$ cat src/rtl/two_class_priority_queue_scheduler_core_macros.svh
// Assertion macros shared by the scheduler RTL.
`ifndef TWO_CLASS_PRIORITY_QUEUE_SCHEDULER_CORE_MACROS_SVH
`define TWO_CLASS_PRIORITY_QUEUE_SCHEDULER_CORE_MACROS_SVH

`ifndef ASSERT_OFF

// Property must hold at every clock edge out of reset.
`define TCPQ_ASSERT(label, clk, rst_n, prop, msg) \
    label: assert property (@(posedge clk) disable iff (!(rst_n)) prop) else $error(msg);

// Condition must never be true out of reset.
`define TCPQ_NEVER(label, clk, rst_n, cond, msg) \
    label: assert property (@(posedge clk) disable iff (!(rst_n)) !(cond)) else $error(msg);

`else

`define TCPQ_ASSERT(label, clk, rst_n, prop, msg)
`define TCPQ_NEVER(label, clk, rst_n, cond, msg)

`endif

`endif

$ cat src/rtl/tcpq_pkg.sv
// Types and constants shared by the scheduler modules.
package tcpq_pkg;

    localparam int IDENT_W = 10;
    localparam int WAIT_W  = 16;
    localparam int CNT_W   = 32;
    localparam int EVENT_W = 2;

    localparam logic [EVENT_W-1:0] EVENT_IDLE = 2'd0;
    localparam logic [EVENT_W-1:0] EVENT_HIGH = 2'd1;
    localparam logic [EVENT_W-1:0] EVENT_LOW  = 2'd2;

    localparam logic [WAIT_W-1:0] WAIT_MAX = '1;
    localparam logic [CNT_W-1:0]  CNT_MAX  = '1;

    typedef struct packed {
        logic [IDENT_W-1:0] ident;
        logic [WAIT_W-1:0]  wait_cnt;
    } entry_t;

    localparam int ENTRY_W = IDENT_W + WAIT_W;

    typedef enum logic {
        SAT_CNT  = 1'b0,
        SAT_WAIT = 1'b1
    } sat_mode_t;

    typedef struct packed {
        sat_mode_t          mode;
        logic [CNT_W-1:0]   op_a;
        logic [CNT_W-1:0]   op_b;
    } sat_req_t;

endpackage

$ cat src/rtl/tcpq_ram.sv
// Generic single-write, single-read RAM with registered read data.
module tcpq_ram #(
    parameter int WIDTH = 26,
    parameter int DEPTH = 8,
    localparam int ADDR_W = (DEPTH > 1) ? $clog2(DEPTH) : 1
) (
    input  logic              clk,
    input  logic              wr_en,
    input  logic [ADDR_W-1:0] wr_addr,
    input  logic [WIDTH-1:0]  wr_data,
    input  logic              rd_en,
    input  logic [ADDR_W-1:0] rd_addr,
    output logic [WIDTH-1:0]  rd_data
);

    logic [WIDTH-1:0] mem_reg [DEPTH];
    logic [WIDTH-1:0] rd_data_reg;

    always_ff @(posedge clk) begin
        if (wr_en) begin
            mem_reg[wr_addr] <= wr_data;
        end
        if (rd_en) begin
            rd_data_reg <= mem_reg[rd_addr];
        end
    end

    assign rd_data = rd_data_reg;

endmodule

$ cat src/rtl/tcpq_sat_add.sv
// Shared saturating adder: 32-bit counter mode or 16-bit wait mode.
module tcpq_sat_add
    import tcpq_pkg::*;
(
    input  sat_req_t         req,
    output logic [CNT_W-1:0] sum
);

    logic [CNT_W:0] raw;

    assign raw = {1'b0, req.op_a} + {1'b0, req.op_b};

    always_comb begin
        unique case (req.mode)
            SAT_WAIT: begin
                sum = (raw[CNT_W:WAIT_W] != '0) ? CNT_W'(WAIT_MAX) : raw[CNT_W-1:0];
            end
            SAT_CNT: begin
                sum = raw[CNT_W] ? CNT_MAX : raw[CNT_W-1:0];
            end
            default: begin
                sum = raw[CNT_W-1:0];
            end
        endcase
    end

endmodule

$ cat src/rtl/two_class_priority_queue_scheduler_core.sv
// Top level of the two-class strict-priority queue scheduler.
//
//  channel | ports  | handshake         | moves
//  --------+--------+-------------------+------------------------------------------
//  input   | s_*    | s_valid / s_ready | one tick request: arrival flags and ids
//  result  | m_*    | m_valid / m_ready | served entry, event and all counters
//
// Each tick ages every entry queued after the arrivals, one read and one write-back per
// entry through the shared adder; this aging walk sets the length of a tick.
// s_ready is high only between ticks; a result waiting on m_ready holds back the
// end of the next tick, not its start. Reset (aresetn low) empties both queues and
// clears all counters; queue RAMs are not cleared.
`include "two_class_priority_queue_scheduler_core_macros.svh"

module two_class_priority_queue_scheduler_core
    import tcpq_pkg::*;
#(
    parameter int QUEUE_SLOTS = 8
) (
    input  logic               aclk,
    input  logic               aresetn,

    input  logic               s_valid,
    output logic               s_ready,
    input  logic               s_high_arrives,
    input  logic [IDENT_W-1:0] s_high_ident,
    input  logic               s_low_arrives,
    input  logic [IDENT_W-1:0] s_low_ident,

    output logic               m_valid,
    input  logic               m_ready,
    output logic [EVENT_W-1:0] m_event_res,
    output logic [IDENT_W-1:0] m_served_ident,
    output logic [WAIT_W-1:0]  m_served_wait,
    output logic [CNT_W-1:0]   m_high_served_total,
    output logic [CNT_W-1:0]   m_low_served_total,
    output logic [CNT_W-1:0]   m_refused_total,
    output logic [CNT_W-1:0]   m_idle_total,
    output logic [CNT_W-1:0]   m_high_wait_sum,
    output logic [CNT_W-1:0]   m_low_wait_sum
);

    localparam int PTR_W = $clog2(QUEUE_SLOTS);
    localparam logic [PTR_W-1:0] LAST_SLOT = PTR_W'(QUEUE_SLOTS - 1);

    typedef enum logic [8:0] {
        ST_IDLE     = 9'b000000001,
        ST_SRV_SUM  = 9'b000000010,
        ST_SRV_CNT  = 9'b000000100,
        ST_IDLE_CNT = 9'b000001000,
        ST_PUSH_HI  = 9'b000010000,
        ST_PUSH_LO  = 9'b000100000,
        ST_AGE_RD   = 9'b001000000,
        ST_AGE_WR   = 9'b010000000,
        ST_FIN      = 9'b100000000
    } state_t;

    function automatic logic [PTR_W-1:0] next_ptr(input logic [PTR_W-1:0] p);
        next_ptr = (p == LAST_SLOT) ? '0 : p + 1'b1;
    endfunction

    state_t state_reg, state_next;

    logic [PTR_W-1:0] hi_head_reg, hi_head_next, hi_tail_reg, hi_tail_next;
    logic [PTR_W-1:0] lo_head_reg, lo_head_next, lo_tail_reg, lo_tail_next;
    logic [PTR_W-1:0] idx_reg, idx_next;
    logic             cls_reg, cls_next;

    logic               in_hi_arr_reg, in_hi_arr_next;
    logic [IDENT_W-1:0] in_hi_id_reg, in_hi_id_next;
    logic               in_lo_arr_reg, in_lo_arr_next;
    logic [IDENT_W-1:0] in_lo_id_reg, in_lo_id_next;

    logic [EVENT_W-1:0] ev_reg, ev_next;
    logic [IDENT_W-1:0] srv_id_reg, srv_id_next;
    logic [WAIT_W-1:0]  srv_wait_reg, srv_wait_next;

    logic [CNT_W-1:0] hi_srv_cnt_reg, hi_srv_cnt_next;
    logic [CNT_W-1:0] lo_srv_cnt_reg, lo_srv_cnt_next;
    logic [CNT_W-1:0] refuse_cnt_reg, refuse_cnt_next;
    logic [CNT_W-1:0] idle_cnt_reg, idle_cnt_next;
    logic [CNT_W-1:0] hi_wsum_reg, hi_wsum_next;
    logic [CNT_W-1:0] lo_wsum_reg, lo_wsum_next;

    logic               m_valid_reg, m_valid_next;
    logic [EVENT_W-1:0] m_event_reg;
    logic [IDENT_W-1:0] m_ident_reg;
    logic [WAIT_W-1:0]  m_wait_reg;
    logic [CNT_W-1:0]   m_hi_srv_reg, m_lo_srv_reg, m_refuse_reg, m_idle_reg;
    logic [CNT_W-1:0]   m_hi_wsum_reg, m_lo_wsum_reg;
    logic               m_load;

    logic               hi_wr_en, hi_rd_en, lo_wr_en, lo_rd_en;
    logic [PTR_W-1:0]   hi_wr_addr, hi_rd_addr, lo_wr_addr, lo_rd_addr;
    logic [ENTRY_W-1:0] hi_wr_data, lo_wr_data, hi_rd_data, lo_rd_data;
    entry_t             rd_entry;

    sat_req_t         add_req;
    logic [CNT_W-1:0] add_sum;

    logic             hi_empty, lo_empty, hi_full, lo_full;
    logic [PTR_W-1:0] cur_tail;

    assign hi_empty = (hi_head_reg == hi_tail_reg);
    assign lo_empty = (lo_head_reg == lo_tail_reg);
    assign hi_full  = (next_ptr(hi_tail_reg) == hi_head_reg);
    assign lo_full  = (next_ptr(lo_tail_reg) == lo_head_reg);
    assign cur_tail = cls_reg ? lo_tail_reg : hi_tail_reg;
    assign rd_entry = entry_t'(cls_reg ? lo_rd_data : hi_rd_data);

    assign s_ready = (state_reg == ST_IDLE);

    tcpq_ram #(
        .WIDTH (ENTRY_W),
        .DEPTH (QUEUE_SLOTS)
    ) u_hi_ram (
        .clk     (aclk),
        .wr_en   (hi_wr_en),
        .wr_addr (hi_wr_addr),
        .wr_data (hi_wr_data),
        .rd_en   (hi_rd_en),
        .rd_addr (hi_rd_addr),
        .rd_data (hi_rd_data)
    );

    tcpq_ram #(
        .WIDTH (ENTRY_W),
        .DEPTH (QUEUE_SLOTS)
    ) u_lo_ram (
        .clk     (aclk),
        .wr_en   (lo_wr_en),
        .wr_addr (lo_wr_addr),
        .wr_data (lo_wr_data),
        .rd_en   (lo_rd_en),
        .rd_addr (lo_rd_addr),
        .rd_data (lo_rd_data)
    );

    tcpq_sat_add u_add (
        .req (add_req),
        .sum (add_sum)
    );

    always_comb begin
        state_next      = state_reg;
        hi_head_next    = hi_head_reg;
        hi_tail_next    = hi_tail_reg;
        lo_head_next    = lo_head_reg;
        lo_tail_next    = lo_tail_reg;
        idx_next        = idx_reg;
        cls_next        = cls_reg;
        in_hi_arr_next  = in_hi_arr_reg;
        in_hi_id_next   = in_hi_id_reg;
        in_lo_arr_next  = in_lo_arr_reg;
        in_lo_id_next   = in_lo_id_reg;
        ev_next         = ev_reg;
        srv_id_next     = srv_id_reg;
        srv_wait_next   = srv_wait_reg;
        hi_srv_cnt_next = hi_srv_cnt_reg;
        lo_srv_cnt_next = lo_srv_cnt_reg;
        refuse_cnt_next = refuse_cnt_reg;
        idle_cnt_next   = idle_cnt_reg;
        hi_wsum_next    = hi_wsum_reg;
        lo_wsum_next    = lo_wsum_reg;
        m_load          = 1'b0;

        hi_wr_en   = 1'b0;
        hi_wr_addr = hi_tail_reg;
        hi_wr_data = {in_hi_id_reg, {WAIT_W{1'b0}}};
        hi_rd_en   = 1'b0;
        hi_rd_addr = hi_head_reg;
        lo_wr_en   = 1'b0;
        lo_wr_addr = lo_tail_reg;
        lo_wr_data = {in_lo_id_reg, {WAIT_W{1'b0}}};
        lo_rd_en   = 1'b0;
        lo_rd_addr = lo_head_reg;

        add_req.mode = SAT_CNT;
        add_req.op_a = refuse_cnt_reg;
        add_req.op_b = CNT_W'(1);

        unique case (state_reg)
            ST_IDLE: begin
                if (s_valid) begin
                    in_hi_arr_next = s_high_arrives;
                    in_hi_id_next  = s_high_ident;
                    in_lo_arr_next = s_low_arrives;
                    in_lo_id_next  = s_low_ident;
                    hi_rd_en       = 1'b1;
                    lo_rd_en       = 1'b1;
                    cls_next       = hi_empty;
                    state_next     = (hi_empty && lo_empty) ? ST_IDLE_CNT : ST_SRV_SUM;
                end
            end
            ST_SRV_SUM: begin
                add_req.op_a  = cls_reg ? lo_wsum_reg : hi_wsum_reg;
                add_req.op_b  = {{(CNT_W - WAIT_W){1'b0}}, rd_entry.wait_cnt};
                srv_id_next   = rd_entry.ident;
                srv_wait_next = rd_entry.wait_cnt;
                if (cls_reg) begin
                    ev_next      = EVENT_LOW;
                    lo_wsum_next = add_sum;
                    lo_head_next = next_ptr(lo_head_reg);
                end else begin
                    ev_next      = EVENT_HIGH;
                    hi_wsum_next = add_sum;
                    hi_head_next = next_ptr(hi_head_reg);
                end
                state_next = ST_SRV_CNT;
            end
            ST_SRV_CNT: begin
                add_req.op_a = cls_reg ? lo_srv_cnt_reg : hi_srv_cnt_reg;
                if (cls_reg) begin
                    lo_srv_cnt_next = add_sum;
                end else begin
                    hi_srv_cnt_next = add_sum;
                end
                state_next = ST_PUSH_HI;
            end
            ST_IDLE_CNT: begin
                add_req.op_a  = idle_cnt_reg;
                idle_cnt_next = add_sum;
                ev_next       = EVENT_IDLE;
                srv_id_next   = '0;
                srv_wait_next = '0;
                state_next    = ST_PUSH_HI;
            end
            ST_PUSH_HI: begin
                if (in_hi_arr_reg) begin
                    if (hi_full) begin
                        refuse_cnt_next = add_sum;
                    end else begin
                        hi_wr_en     = 1'b1;
                        hi_tail_next = next_ptr(hi_tail_reg);
                    end
                end
                state_next = ST_PUSH_LO;
            end
            ST_PUSH_LO: begin
                if (in_lo_arr_reg) begin
                    if (lo_full) begin
                        refuse_cnt_next = add_sum;
                    end else begin
                        lo_wr_en     = 1'b1;
                        lo_tail_next = next_ptr(lo_tail_reg);
                    end
                end
                cls_next   = 1'b0;
                idx_next   = hi_head_reg;
                state_next = ST_AGE_RD;
            end
            ST_AGE_RD: begin
                hi_rd_addr = idx_reg;
                lo_rd_addr = idx_reg;
                if (idx_reg == cur_tail) begin
                    if (cls_reg) begin
                        state_next = ST_FIN;
                    end else begin
                        cls_next = 1'b1;
                        idx_next = lo_head_reg;
                    end
                end else begin
                    hi_rd_en   = !cls_reg;
                    lo_rd_en   = cls_reg;
                    state_next = ST_AGE_WR;
                end
            end
            ST_AGE_WR: begin
                add_req.mode = SAT_WAIT;
                add_req.op_a = {{(CNT_W - WAIT_W){1'b0}}, rd_entry.wait_cnt};
                hi_wr_addr   = idx_reg;
                lo_wr_addr   = idx_reg;
                hi_wr_data   = {rd_entry.ident, add_sum[WAIT_W-1:0]};
                lo_wr_data   = {rd_entry.ident, add_sum[WAIT_W-1:0]};
                hi_wr_en     = !cls_reg;
                lo_wr_en     = cls_reg;
                idx_next     = next_ptr(idx_reg);
                state_next   = ST_AGE_RD;
            end
            ST_FIN: begin
                if (!m_valid_reg || m_ready) begin
                    m_load     = 1'b1;
                    state_next = ST_IDLE;
                end
            end
            default: begin
                state_next = ST_IDLE;
            end
        endcase
    end

    always_comb begin
        if (m_load) begin
            m_valid_next = 1'b1;
        end else if (m_ready) begin
            m_valid_next = 1'b0;
        end else begin
            m_valid_next = m_valid_reg;
        end
    end

    always_ff @(posedge aclk) begin
        if (!aresetn) begin
            state_reg      <= ST_IDLE;
            hi_head_reg    <= '0;
            hi_tail_reg    <= '0;
            lo_head_reg    <= '0;
            lo_tail_reg    <= '0;
            hi_srv_cnt_reg <= '0;
            lo_srv_cnt_reg <= '0;
            refuse_cnt_reg <= '0;
            idle_cnt_reg   <= '0;
            hi_wsum_reg    <= '0;
            lo_wsum_reg    <= '0;
            m_valid_reg    <= 1'b0;
        end else begin
            state_reg      <= state_next;
            hi_head_reg    <= hi_head_next;
            hi_tail_reg    <= hi_tail_next;
            lo_head_reg    <= lo_head_next;
            lo_tail_reg    <= lo_tail_next;
            hi_srv_cnt_reg <= hi_srv_cnt_next;
            lo_srv_cnt_reg <= lo_srv_cnt_next;
            refuse_cnt_reg <= refuse_cnt_next;
            idle_cnt_reg   <= idle_cnt_next;
            hi_wsum_reg    <= hi_wsum_next;
            lo_wsum_reg    <= lo_wsum_next;
            m_valid_reg    <= m_valid_next;
        end
    end

    always_ff @(posedge aclk) begin
        idx_reg       <= idx_next;
        cls_reg       <= cls_next;
        in_hi_arr_reg <= in_hi_arr_next;
        in_hi_id_reg  <= in_hi_id_next;
        in_lo_arr_reg <= in_lo_arr_next;
        in_lo_id_reg  <= in_lo_id_next;
        ev_reg        <= ev_next;
        srv_id_reg    <= srv_id_next;
        srv_wait_reg  <= srv_wait_next;
        if (m_load) begin
            m_event_reg   <= ev_reg;
            m_ident_reg   <= srv_id_reg;
            m_wait_reg    <= srv_wait_reg;
            m_hi_srv_reg  <= hi_srv_cnt_reg;
            m_lo_srv_reg  <= lo_srv_cnt_reg;
            m_refuse_reg  <= refuse_cnt_reg;
            m_idle_reg    <= idle_cnt_reg;
            m_hi_wsum_reg <= hi_wsum_reg;
            m_lo_wsum_reg <= lo_wsum_reg;
        end
    end

    assign m_valid             = m_valid_reg;
    assign m_event_res         = m_event_reg;
    assign m_served_ident      = m_ident_reg;
    assign m_served_wait       = m_wait_reg;
    assign m_high_served_total = m_hi_srv_reg;
    assign m_low_served_total  = m_lo_srv_reg;
    assign m_refused_total     = m_refuse_reg;
    assign m_idle_total        = m_idle_reg;
    assign m_high_wait_sum     = m_hi_wsum_reg;
    assign m_low_wait_sum      = m_lo_wsum_reg;

    `TCPQ_ASSERT(a_busy_after_accept, aclk, aresetn, (s_valid && s_ready) |=> !s_ready, "accepted a request while busy")
    `TCPQ_ASSERT(a_low_only_if_high_empty, aclk, aresetn, ((state_reg == ST_SRV_SUM) && cls_reg) |-> hi_empty, "low class served with high entries queued")
    `TCPQ_NEVER(a_age_in_window, aclk, aresetn, (state_reg == ST_AGE_WR) && (idx_reg == cur_tail), "aging wrote a free slot")
    `TCPQ_ASSERT(a_idle_result_clean, aclk, aresetn, (m_valid && (m_event_res == EVENT_IDLE)) |-> ((m_served_ident == '0) && (m_served_wait == '0)), "idle result carries an entry")

endmodule
$ cat config.mk
export PLATFORM = sky130hd
export DESIGN_NAME = two_class_priority_queue_scheduler_core
export DESIGN_NICKNAME = d
export VERILOG_FILES = /design/src/rtl/tcpq_pkg.sv /design/src/rtl/tcpq_ram.sv /design/src/rtl/tcpq_sat_add.sv /design/src/rtl/two_class_priority_queue_scheduler_core.sv
export VERILOG_INCLUDE_DIRS = /design/src /design/src/rtl
export SDC_FILE = /design/constraint.sdc
export NUM_CORES = 1
export LEC_CHECK = 0
export BUFFER_PORTS_ARGS = -buffer_cell sky130_fd_sc_hd__buf_2
export CELL_PAD_IN_SITES_DETAIL_PLACEMENT = 1
export CELL_PAD_IN_SITES_GLOBAL_PLACEMENT = 2
export CORE_ASPECT_RATIO = 1.4
export CORE_MARGIN = 2
export CORE_UTILIZATION = 34
export CTS_BUF_LIST = sky130_fd_sc_hd__clkbuf_8
export DETAILED_ROUTE_END_ITERATION = 6
export GPL_TIMING_DRIVEN = 0
export PLACE_DENSITY_LB_ADDON = 0.1
export SETUP_SLACK_MARGIN = 0.5
export SYNTH_ARGS = -nofsm -noshare
export SYNTH_HDL_FRONTEND = slang
export SYNTH_SLANG_ARGS = --single-unit
$ cat constraint.sdc
create_clock -name aclk -period 23.5 [get_ports aclk]
set_input_delay 4.7 -clock aclk [delete_from_list [all_inputs] [get_ports aclk]]
set_output_delay 4.7 -clock aclk [all_outputs]
set_load 0.1 [all_outputs]
== Yosys cells after proc, flatten, opt, wreduce, memory -nomap -nowiden ==
Memories as Yosys holds them, arrays and structs flattened. A register that Yosys moved wholly into a read port is not among the register bits.
Index checks and enable logic that the tools add are counted.

* Input bits: 26
* Memories: 2
* Output and inout bits: 222
* Word-level logic and storage cells: 154
* RAM bits: 416
* Register bits: 488

{| class="wikitable"
|+ Memories
! name !! depth !! bits a word !! read ports !! clocked after memory_dff !! wr ports !! line !! source
|-
| u_hi_ram.mem_reg || 8 || 26 || 1 || 1 || 1 || tcpq_ram.sv:16 || <nowiki>logic [WIDTH-1:0] mem_reg [DEPTH];</nowiki>
|-
| u_lo_ram.mem_reg || 8 || 26 || 1 || 1 || 1 || tcpq_ram.sv:16 ||
|}

* Bitwise operators: 4
* Equality and inequality tests: 28
* $add $sub $neg: 6
* Reduce and logical (&&, ||, !) cells: 23
* Multiplexer cells: 61

{| class="wikitable"
|+ Operators by type and width
! operator !! number
|-
| $mux 32 || 8
|-
| $pmux 32 s2 || 2
|-
| $pmux 32 s4 || 1
|-
| $mux 26 || 3
|-
| $pmux 9 s7 || 1
|-
| $mux 3 || 12
|-
| $mux 9 || 4
|-
| $add 32x16->33 || 1
|-
| $pmux 16 s2 || 1
|-
| $pmux 10 s2 || 1
|-
| $mux 1 || 18
|-
| $reduce_bool 17->1 || 1
|-
| $mux 16 || 1
|-
| $ne 2x2->1 const B || 8
|-
| $add 3x1->3 const B || 5
|-
| $eq 3x3->1 || 5
|-
| $eq 3x3->1 const B || 5
|-
| $reduce_and 3->1 || 5
|-
| $reduce_and 2->1 || 5
|-
| $eq 9x1->1 const B || 1
|-
| $eq 9x2->1 const B || 1
|-
| $eq 9x3->1 const B || 1
|-
| $eq 9x4->1 const B || 1
|-
| $eq 9x5->1 const B || 1
|-
| 19 further kinds || 30
|}

== Longest topological paths before layout ==
Gate-level depths: netlist (run 1).

* Depth after elaboration: 9
* Mapped depth: 24

== Hierarchy ==
Synthesis (run 1) repeated with hierarchy kept, for this count alone.

* Cell total of the unflattened synthesis: 2720
* Area, all modules: 38908.6 sq um

{| class="wikitable"
|+ By module, submodules not included
! module !! instances !! cells an instance !! sequential area each (sq um) !! area an instance (sq um)
|-
| two_class_priority_queue_scheduler_core || 1 || 1703 || 12512.0 || 18894.4
|-
| tcpq_ram || 2 || 340 || 7026.7 || 8823.5
|-
| tcpq_sat_add || 1 || 337 || 0.0 || 2367.3
|}

== Worst setup path after synthesis (run 1) ==
OpenSTA, ideal clock, no wires.

* Kind: input-to-reg
* From: in m_ready
* To: reg m_event_reg[0] (netlist: m_event_res[0]) (enable)
* Setup time: 0.828 ns
* Path buffers: 0
* Arrival: 14.465 ns
* Path slack: 8.207 ns
* Stages: 2
* Path through: nand2b_1 > nor2b_1

* Word-level cells in the longest chain between the ends: 3

{| class="wikitable"
|+ RTL lines
! element !! line !! source
|-
| from (decl) || two_class_priority_queue_scheduler_core.sv:31 || <nowiki>input logic m_ready,</nowiki>
|-
| $logic_or 1x1->1 || two_class_priority_queue_scheduler_core.sv:281 || <nowiki>if (!m_valid_reg || m_ready) begin</nowiki>
|-
| $mux 1 || two_class_priority_queue_scheduler_core.sv:281 ||
|-
| $mux 1 || two_class_priority_queue_scheduler_core.sv:182 || <nowiki>unique case (state_reg)</nowiki>
|-
| via m_load || two_class_priority_queue_scheduler_core.sv:91 || <nowiki>logic m_load;</nowiki>
|-
| to (signal assigned) || two_class_priority_queue_scheduler_core.sv:343 || <nowiki>m_event_reg <= ev_reg;</nowiki>
|-
| to (decl) || two_class_priority_queue_scheduler_core.sv:86 || <nowiki>logic [EVENT_W-1:0] m_event_reg;</nowiki>
|}

The timed path passes the listed nets, and every way through them passes these cells.
A chain may end at the register's enable or synchronous reset.

== Worst setup path in the final report (run 1) ==
* From: reg cls_reg
* To: mem u_hi_ram.mem_reg[6][11] (data pin)

* Word-level cells in the longest chain between the ends: 7
* Elaborated cells on any way between the ends: 11
* Those cells by class: add/sub (1); mux (9); reduce/logical (1)

{| class="wikitable"
|+ RTL lines
! element !! line !! source
|-
| from (decl) || two_class_priority_queue_scheduler_core.sv:67 || <nowiki>logic cls_reg, cls_next;</nowiki>
|-
| from (signal assigned) || two_class_priority_queue_scheduler_core.sv:334 || <nowiki>cls_reg <= cls_next;</nowiki>
|-
| $mux 26, or another cell as far along || two_class_priority_queue_scheduler_core.sv:109 || <nowiki>assign rd_entry = entry_t'(cls_reg ? lo_rd_data : hi_rd_data);</nowiki>
|-
| $pmux 32 s4 or $mux 16 (tied branches) || two_class_priority_queue_scheduler_core.sv:182 ||
|-
| $add 32x16->33 (*) || tcpq_sat_add.sv:11 || <nowiki>assign raw = {1'b0, req.op_a} + {1'b0, req.op_b};</nowiki>
|-
| $reduce_bool 17->1 || tcpq_sat_add.sv:16 || <nowiki>sum = (raw[CNT_W:WAIT_W] != '0) ? CNT_W'(WAIT_MAX) : raw[CNT_W-1:0];</nowiki>
|-
| $mux 32 || tcpq_sat_add.sv:16 ||
|-
| $pmux 32 s2 (*) || tcpq_sat_add.sv:14 || <nowiki>unique case (req.mode)</nowiki>
|-
| $mux 26 (*) || two_class_priority_queue_scheduler_core.sv:182 ||
|-
| via hi_wr_data[11] || two_class_priority_queue_scheduler_core.sv:95 || <nowiki>logic [ENTRY_W-1:0] hi_wr_data, lo_wr_data, hi_rd_data, lo_rd_data;</nowiki>
|-
| to (decl) || tcpq_ram.sv:16 ||
|}

The timed path passes the listed nets; every way through them passes the cells marked *.

==> results of run 1 <==
cells in the mapped netlist, types with 3 or more instances:
cell and count:
edfxtp_1 742, nand2_1 553, nor2_1 366, nand3_1 276, dfxtp_1 214, a211oi_1 170, clkbuf_1 153, mux2i_1 68
a21oi_1 63, o21ai_0 62, a221oi_1 48, buf_1 39, and2_1 27, ha_1 26, xor2_1 22, nor3_1 20
o22ai_1 20, mux2_2 19, xnor2_1 18, inv_1 17, a41oi_1 16, and3_1 12, a31oi_1 11, a21o_1 10
buf_2 10, a22o_1 8, o21a_1 8, a2bb2oi_1 7, nor4b_1 7, a211oi_2 6, a311oi_1 5, buf_4 5
nand2b_1 5, nor2b_1 5, or2_2 5, a22oi_1 4, nand3b_1 4, a221o_1 3, and4_1 3, buf_6 3
nor3b_1 3, o211a_1 3, or3_1 3
final cells by class:
class,count,area [sq um]
clock buffers,168,2310
inverters,19,71.3
diodes,2,5.00
repair buffers,281,1900
well taps,1470,1840
fillers,12000,66100
multi-input cells,1924,10800
flip-flops and latches,956,26600
plain buffers,211,847
clock inverters,116,767
layout by cell type, fill, tap and decap left out, types with 9 or more instances in the layout:
master and count:
xnor2_1 18, and3_1 12, buf_8 14, buf_2 257, buf_1 39, clkinv_1 28
buf_16 10, nor2_4 16, nand3_1 276, a221oi_1 48, nor2_1 350, and2_1 27
a211oi_1 170, a21oi_1 63, dfxtp_1 214, a21o_1 10, clkbuf_1 153, mux2i_1 68
a31oi_1 9, a41oi_2 14, o21ai_0 60, clkbuf_8 168, inv_1 68, mux2_2 19
clkinv_2 16, o22ai_1 20, nor3_1 20, edfxtp_1 742, xor2_1 22, nand2_1 552
ha_1 26
layer usage:
| layer | up-vias | routed length [um] | track usage, % |
|---|---|---|---|
| met5 | - | 0 | 0 |
| met4 | 0 | 5920 | 10.9 |
| met3 | 254 | 5430 | 3.83 |
| met2 | 717 | 72000 | 44.0 |
| met1 | 13500 | 53100 | 26.8 |
| li1 | 12300 | - | - |
worst min-delay path by stage:
stage	start	to	slack, ns	depth (start not counted)
5_1_grt	srv_wait_reg[14]	m_served_wait[14]	0.44	0
3_3_place_gp	srv_wait_reg[11]	m_served_wait[11]	0.41	0
3_5_place_dp	srv_id_reg[6]	m_served_ident[6]	0.41	0
2_1_floorplan	ev_reg[0]	m_event_res[0]	0.40	0
4_1_cts	srv_wait_reg[1]	m_served_wait[1]	0.42	0
6_report	srv_id_reg[4]	m_served_ident[4]	0.42	0
cells by family (layout without fill, tap and decap cells):
family | count (synthesis) | in the layout | share of synthesized area [%]
AO/OA/AOI/OAI | 463 | 463 | 8.71
XOR/XNOR | 41 | 41 | 0.964
adder cells (fa/ha/maj) | 27 | 27 | 0.908
buffers and inverters | 230 | 795 | 2.42
flip-flops | 956 | 956 | 69.9
multiplexers | 87 | 87 | 2.35
other | 0 | 2 | 0
AND/OR/NAND/NOR | 1306 | 1306 | 14.8
power breakdown:
group | total, mW | switching (mW) | internal (mW)
Sequential | 1.83 | 0.00911 | 1.82
Clock | 1.46 | 0.703 | 0.755
Combinational | 0.0750 | 0.0590 | 0.0160
Total | 3.37 | 0.771 | 2.59
stage by stage:
stage | util (%) | worst slack (ns)
2_1_floorplan | - | 8.21
6_report | 40.6 | 13.57
4_1_cts | 40.6 | 13.49
5_1_grt | 40.6 | 13.27
3_5_place_dp | 37.8 | 13.52
3_3_place_gp | 36.9 | 4.31
==> results.sh, run 1 <==
export IMPL_status="finished clean"
export IMPL_clkSinkCount=956
export IMPL_required_ns=24.10
export IMPL_routed_wl_um=136000
export IMPL_cts_root_buffer="clkbuf_8"
export IMPL_die_h_um=400
export IMPL_setup_reg_to_reg_worst_slack_ns=13.57
export IMPL_endpoint_kind="register"
export IMPL_critPathBufInv=10
export IMPL_place_area_sq_um=42000
export IMPL_setup_worst_path_start_class="register"
export IMPL_startpoint="cls_reg"
export IMPL_cp_arrival_ns=10.53
export IMPL_insertion_delay_ns=0.88
export IMPL_setup_viol=0
export IMPL_ctsResizeCount=0
export IMPL_max_freq_mhz=101
export IMPL_p_per_area_nw_per_um2=74.6
export IMPL_crit_chain="buf_2, buf_4, buf_4, buf_4, buf_2, buf_1, clkbuf_1, buf_1, mux2i_1, nor2_1, ha_1, and2_1, and3_1, a31o_2, a221o_1, nor4b_1, o21a_1, o22ai_1, nor4_2, buf_2, a41oi_2, buf_8"
export IMPL_slew_violations=0
export IMPL_post_place_cells=4861
export IMPL_grt_overflow_total=0
export IMPL_synthArstFlopShare_pct=0
export IMPL_antenna_found_initial=3
export IMPL_crit_fanout=10
export IMPL_grt_use_total_pct=23.8
export IMPL_first_pass_iters=7
export IMPL_cts_tree="yes"
export IMPL_syn_inst=3110
export IMPL_synthDominantAreaCellType="edfxtp_1"
export IMPL_r2r_end="u_hi_ram.mem_reg[6][11]"
export IMPL_stdcell_count=5147
export IMPL_rr_worst_depth=22
export IMPL_reg2reg_from="cls_reg"
export IMPL_post_route_min_period_ns=9.93
export IMPL_finalNetCount=3603
export IMPL_ios=248
export IMPL_crit_slowest_cell="nor4_2"
export IMPL_grt_pass1_wl_um=197000
export IMPL_whs_ns=0.424
export IMPL_cpPeakStageDelay_ns=1.09
export IMPL_ys_warn_count=0
export IMPL_post_drt_wl_per_cell_um=26.5
export IMPL_synthFlopType="edfxtp_1"
export IMPL_power_total_mw=3.37
export IMPL_drive_gt1_share_pct=16.0
export IMPL_core_area_sq_um=111000
export IMPL_syn_num_nets=3163
export IMPL_period_share_pct=42.3
export IMPL_post_cts_buffers=0
export IMPL_ir_worst_vdd_uv=41.1
export IMPL_first_global_vias=28600
export IMPL_cts_buffers=157
export IMPL_maxCapViolations=0
export IMPL_syn_area_sq_um=38000
export IMPL_area_delta_synth_final_pct=18.7
export IMPL_drc=0
export IMPL_fp_dieW_um=287
export IMPL_drtIter0Drc=1513
export IMPL_worstMarginPinSlew_ns=1.37
export IMPL_totalNegativeSetupSlack_ns=0
export IMPL_rsz0062_at_grt="false"
export IMPL_synth_area_leaders="edfxtp_1 (59%), dfxtp_1 (11%), nand2_1 (5.5%)"
export IMPL_slew_headroom_pct=7.45
export IMPL_grt_max_degree=41
export IMPL_synth_cell_types=76
export IMPL_port_buffer_count=247
export IMPL_gp_congestion=0.905
export IMPL_cp_top_family="buffers and inverters"
export IMPL_path_depth=22
export IMPL_start_util_pct=34.2
export IMPL_die_area_sq_um=115000
export IMPL_h_tree_depth=4
export IMPL_p_leak_nw=16.2
export IMPL_final_hold_viol_count=0
export IMPL_num_rows=145
export IMPL_setup_worst_path_class="reg2reg"
export IMPL_synth_enable_flop_cells=742
export IMPL_ant_nets=0
export IMPL_dp_hpwl_um=102000
export IMPL_clk_pin_slew_worst_paths_ns=0.06
export IMPL_synthDominantCellAreaShare_pct=58.6
export IMPL_skew_ns=0.0329
export IMPL_cts_path_max_buffers=3
export IMPL_endpoint="u_hi_ram.mem_reg[6][11]"
export IMPL_hp_class="reg2reg"
export IMPL_holdBufCountCts=0
export IMPL_viasPerCell=5.19
export IMPL_ys_seq_area_share_pct=69.9
export IMPL_syn_area_per_cell_sq_um=12.2
export IMPL_fin_area_sq_um=45100
export IMPL_ys_ff_latch=956
export IMPL_num_vias=26700
(Power assumes the default switching activity.)
==> run 2, diff against run 1 <==
Clock period 23.5 ns to 8.15 ns, I/O delays scaled along.
==> run 2 against run 1 <==
  * Flip-flop and latch count did not move
  * Highest routed layer unchanged
  * Critical path type unchanged
  * Critical path depth rose by 2
  * Combinational power rose to 2.9 times the previous value
  * Count of clock-buffer cells in the layout fell by 4
==> results.sh, run 2 (synthesis results as in run 1) <==
export IMPL_routed_wl_um=135000
export IMPL_num_vias=26600
export IMPL_port_buffer_count=247
export IMPL_maxCapViolations=0
export IMPL_slew_headroom_pct=13.8
export IMPL_grt_pass1_wl_um=195000
export IMPL_worst_slack_ns=0.830
export IMPL_worstMarginPinSlew_ns=1.28
export IMPL_ios=248
export IMPL_area_delta_synth_final_pct=19.3
export IMPL_setup_worst_path_start_class="register"
export IMPL_finalNetCount=3601
export IMPL_final_common_cell="edfxtp_1"
export IMPL_num_rows=145
export IMPL_holdBufCountCts=0
export IMPL_gp_congestion=0.869
export IMPL_first_global_vias=28400
export IMPL_skew_ns=0.0328
export IMPL_insertion_delay_ns=0.87
export IMPL_p_leak_nw=16.3
export IMPL_start_util_pct=34.2
export IMPL_required_ns=8.75
export IMPL_rsz0062_at_grt="false"
export IMPL_post_route_util_pct=40.8
export IMPL_setup_viol=0
export IMPL_viasPerCell=5.17
export IMPL_grt_use_total_pct=23.6
export IMPL_ant_nets=0
export IMPL_p_per_area_nw_per_um2=214
export IMPL_layout_common_cells="edfxtp_1 (742), nand2_1 (552), nor2_1 (349), nand3_1 (276), buf_2 (254)"
export IMPL_crit_chain="buf_2, buf_4, buf_4, buf_4, buf_4, buf_4, clkbuf_4, buf_4, mux2i_1, nand2_1, ha_1, fa_1, a21o_1, a221o_1, a31o_2, a221o_2, a21oi_1, a41oi_1, o32a_1, nor4_4, buf_12, clkbuf_4, a41oi_4, buf_8"
export IMPL_fp_dieW_um=287
export IMPL_place_area_sq_um=42000
export IMPL_antenna_found_initial=5
export IMPL_drtIter0Drc=1753
export IMPL_drive_gt1_share_pct=16.5
export IMPL_post_place_cells=4861
export IMPL_slew_violations=0
export IMPL_period_share_pct=89.8
export IMPL_fillCellCount=11900
export IMPL_totalNegativeSetupSlack_ns=0
export IMPL_clkSinkCount=956
export IMPL_first_pass_iters=5
export IMPL_grt_overflow_total=0
export IMPL_stdcell_count=5145
export IMPL_power_total_mw=9.71
export IMPL_endpoint_kind="register"
export IMPL_crit_slowest_cell="fa_1"
export IMPL_die_area_sq_um=115000
export IMPL_die_h_um=400
export IMPL_setup_worst_path_class="reg2reg"
export IMPL_post_drt_wl_per_cell_um=26.2
export IMPL_cpPeakStageDelay_ns=0.48
export IMPL_status="finished clean"
export IMPL_grt_max_degree=41
export IMPL_cts_path_max_buffers=3
export IMPL_crit_fanout=10
export IMPL_h_tree_depth=4
export IMPL_drc=0
export IMPL_core_area_sq_um=111000
export IMPL_fin_area_sq_um=45300
export IMPL_whs_ns=0.421
export IMPL_cpMostUsedCell="buf_4"
export IMPL_hp_class="reg2reg"
export IMPL_cp_arrival_ns=7.92
export IMPL_cts_tree="yes"
export IMPL_cts_root_buffer="clkbuf_8"
export IMPL_clk_pin_slew_worst_paths_ns=0.06
export IMPL_dp_hpwl_um=102000
export IMPL_final_hold_viol_count=0
export IMPL_ir_worst_vdd_uv=140
export IMPL_cts_buffers=150
export IMPL_place_ws_ns=-1.75
export IMPL_post_route_min_period_ns=7.32
export IMPL_max_freq_mhz=137
## run 2: layer usage
layer / GRT usage, % / wire (um) / vias up / part of all wire, %
met3: 3.29 / 5210 / 289 / 3.9
li1: - / - / 12300 / -
met2: 43.3 / 70800 / 736 / 52
met5: 0 / 0 / - / 0
met4: 13.2 / 7720 / 0 / 5.7
met1: 26.0 / 51300 / 13300 / 38
## run 2: path summary, 6_finish.rpt
check                                    from                       to  slack (ns)  depth (start not counted)
worst max register to register        cls_reg  u_hi_ram.mem_reg[4][11]        0.83                         24
worst max-delay path                  cls_reg  u_hi_ram.mem_reg[4][11]        0.83                         24
worst min register to register  srv_id_reg[8]        m_served_ident[8]        0.42                          0
worst min-delay path            srv_id_reg[8]        m_served_ident[8]        0.42                          0
## run 2: worst max-delay path: cells and delay by family, from the launching register on
family,cells,cell delay [ns]
adder cells (fa/ha/maj),2,0.74
buffers and inverters,11,3.04
flip-flops,1,0.32
AND/OR/NAND/NOR,2,0.42
AO/OA/AOI/OAI,8,2.20
multiplexers,1,0.27
## run 2: power by group
group          internal (mW)  switching (mW)  total (mW)
Clock                   2.22            1.99        4.21
Combinational         0.0501           0.171       0.221
Sequential              5.26          0.0263        5.28
Total                   7.53            2.19        9.71
## run 2: what timing repair did
item,CTS,global route
setup endpoints to repair,448,179
buffers inserted,1,4
gates resized for setup,37,10
pin swaps,1,0
## run 2: cell type report
type                       instances  area, sq um  area share, %
sequential                       956        26600           58.6
multi-input combinational       1924        11000           24.2
clock buffer                     164         2260           4.98
timing repair buffer             286         1940           4.28
tap                             1470         1840           4.06
buffer                           211          883           1.95
clock inverter                   114          820           1.81
inverter                          19         71.3          0.157
antenna                            1         2.50        0.00552
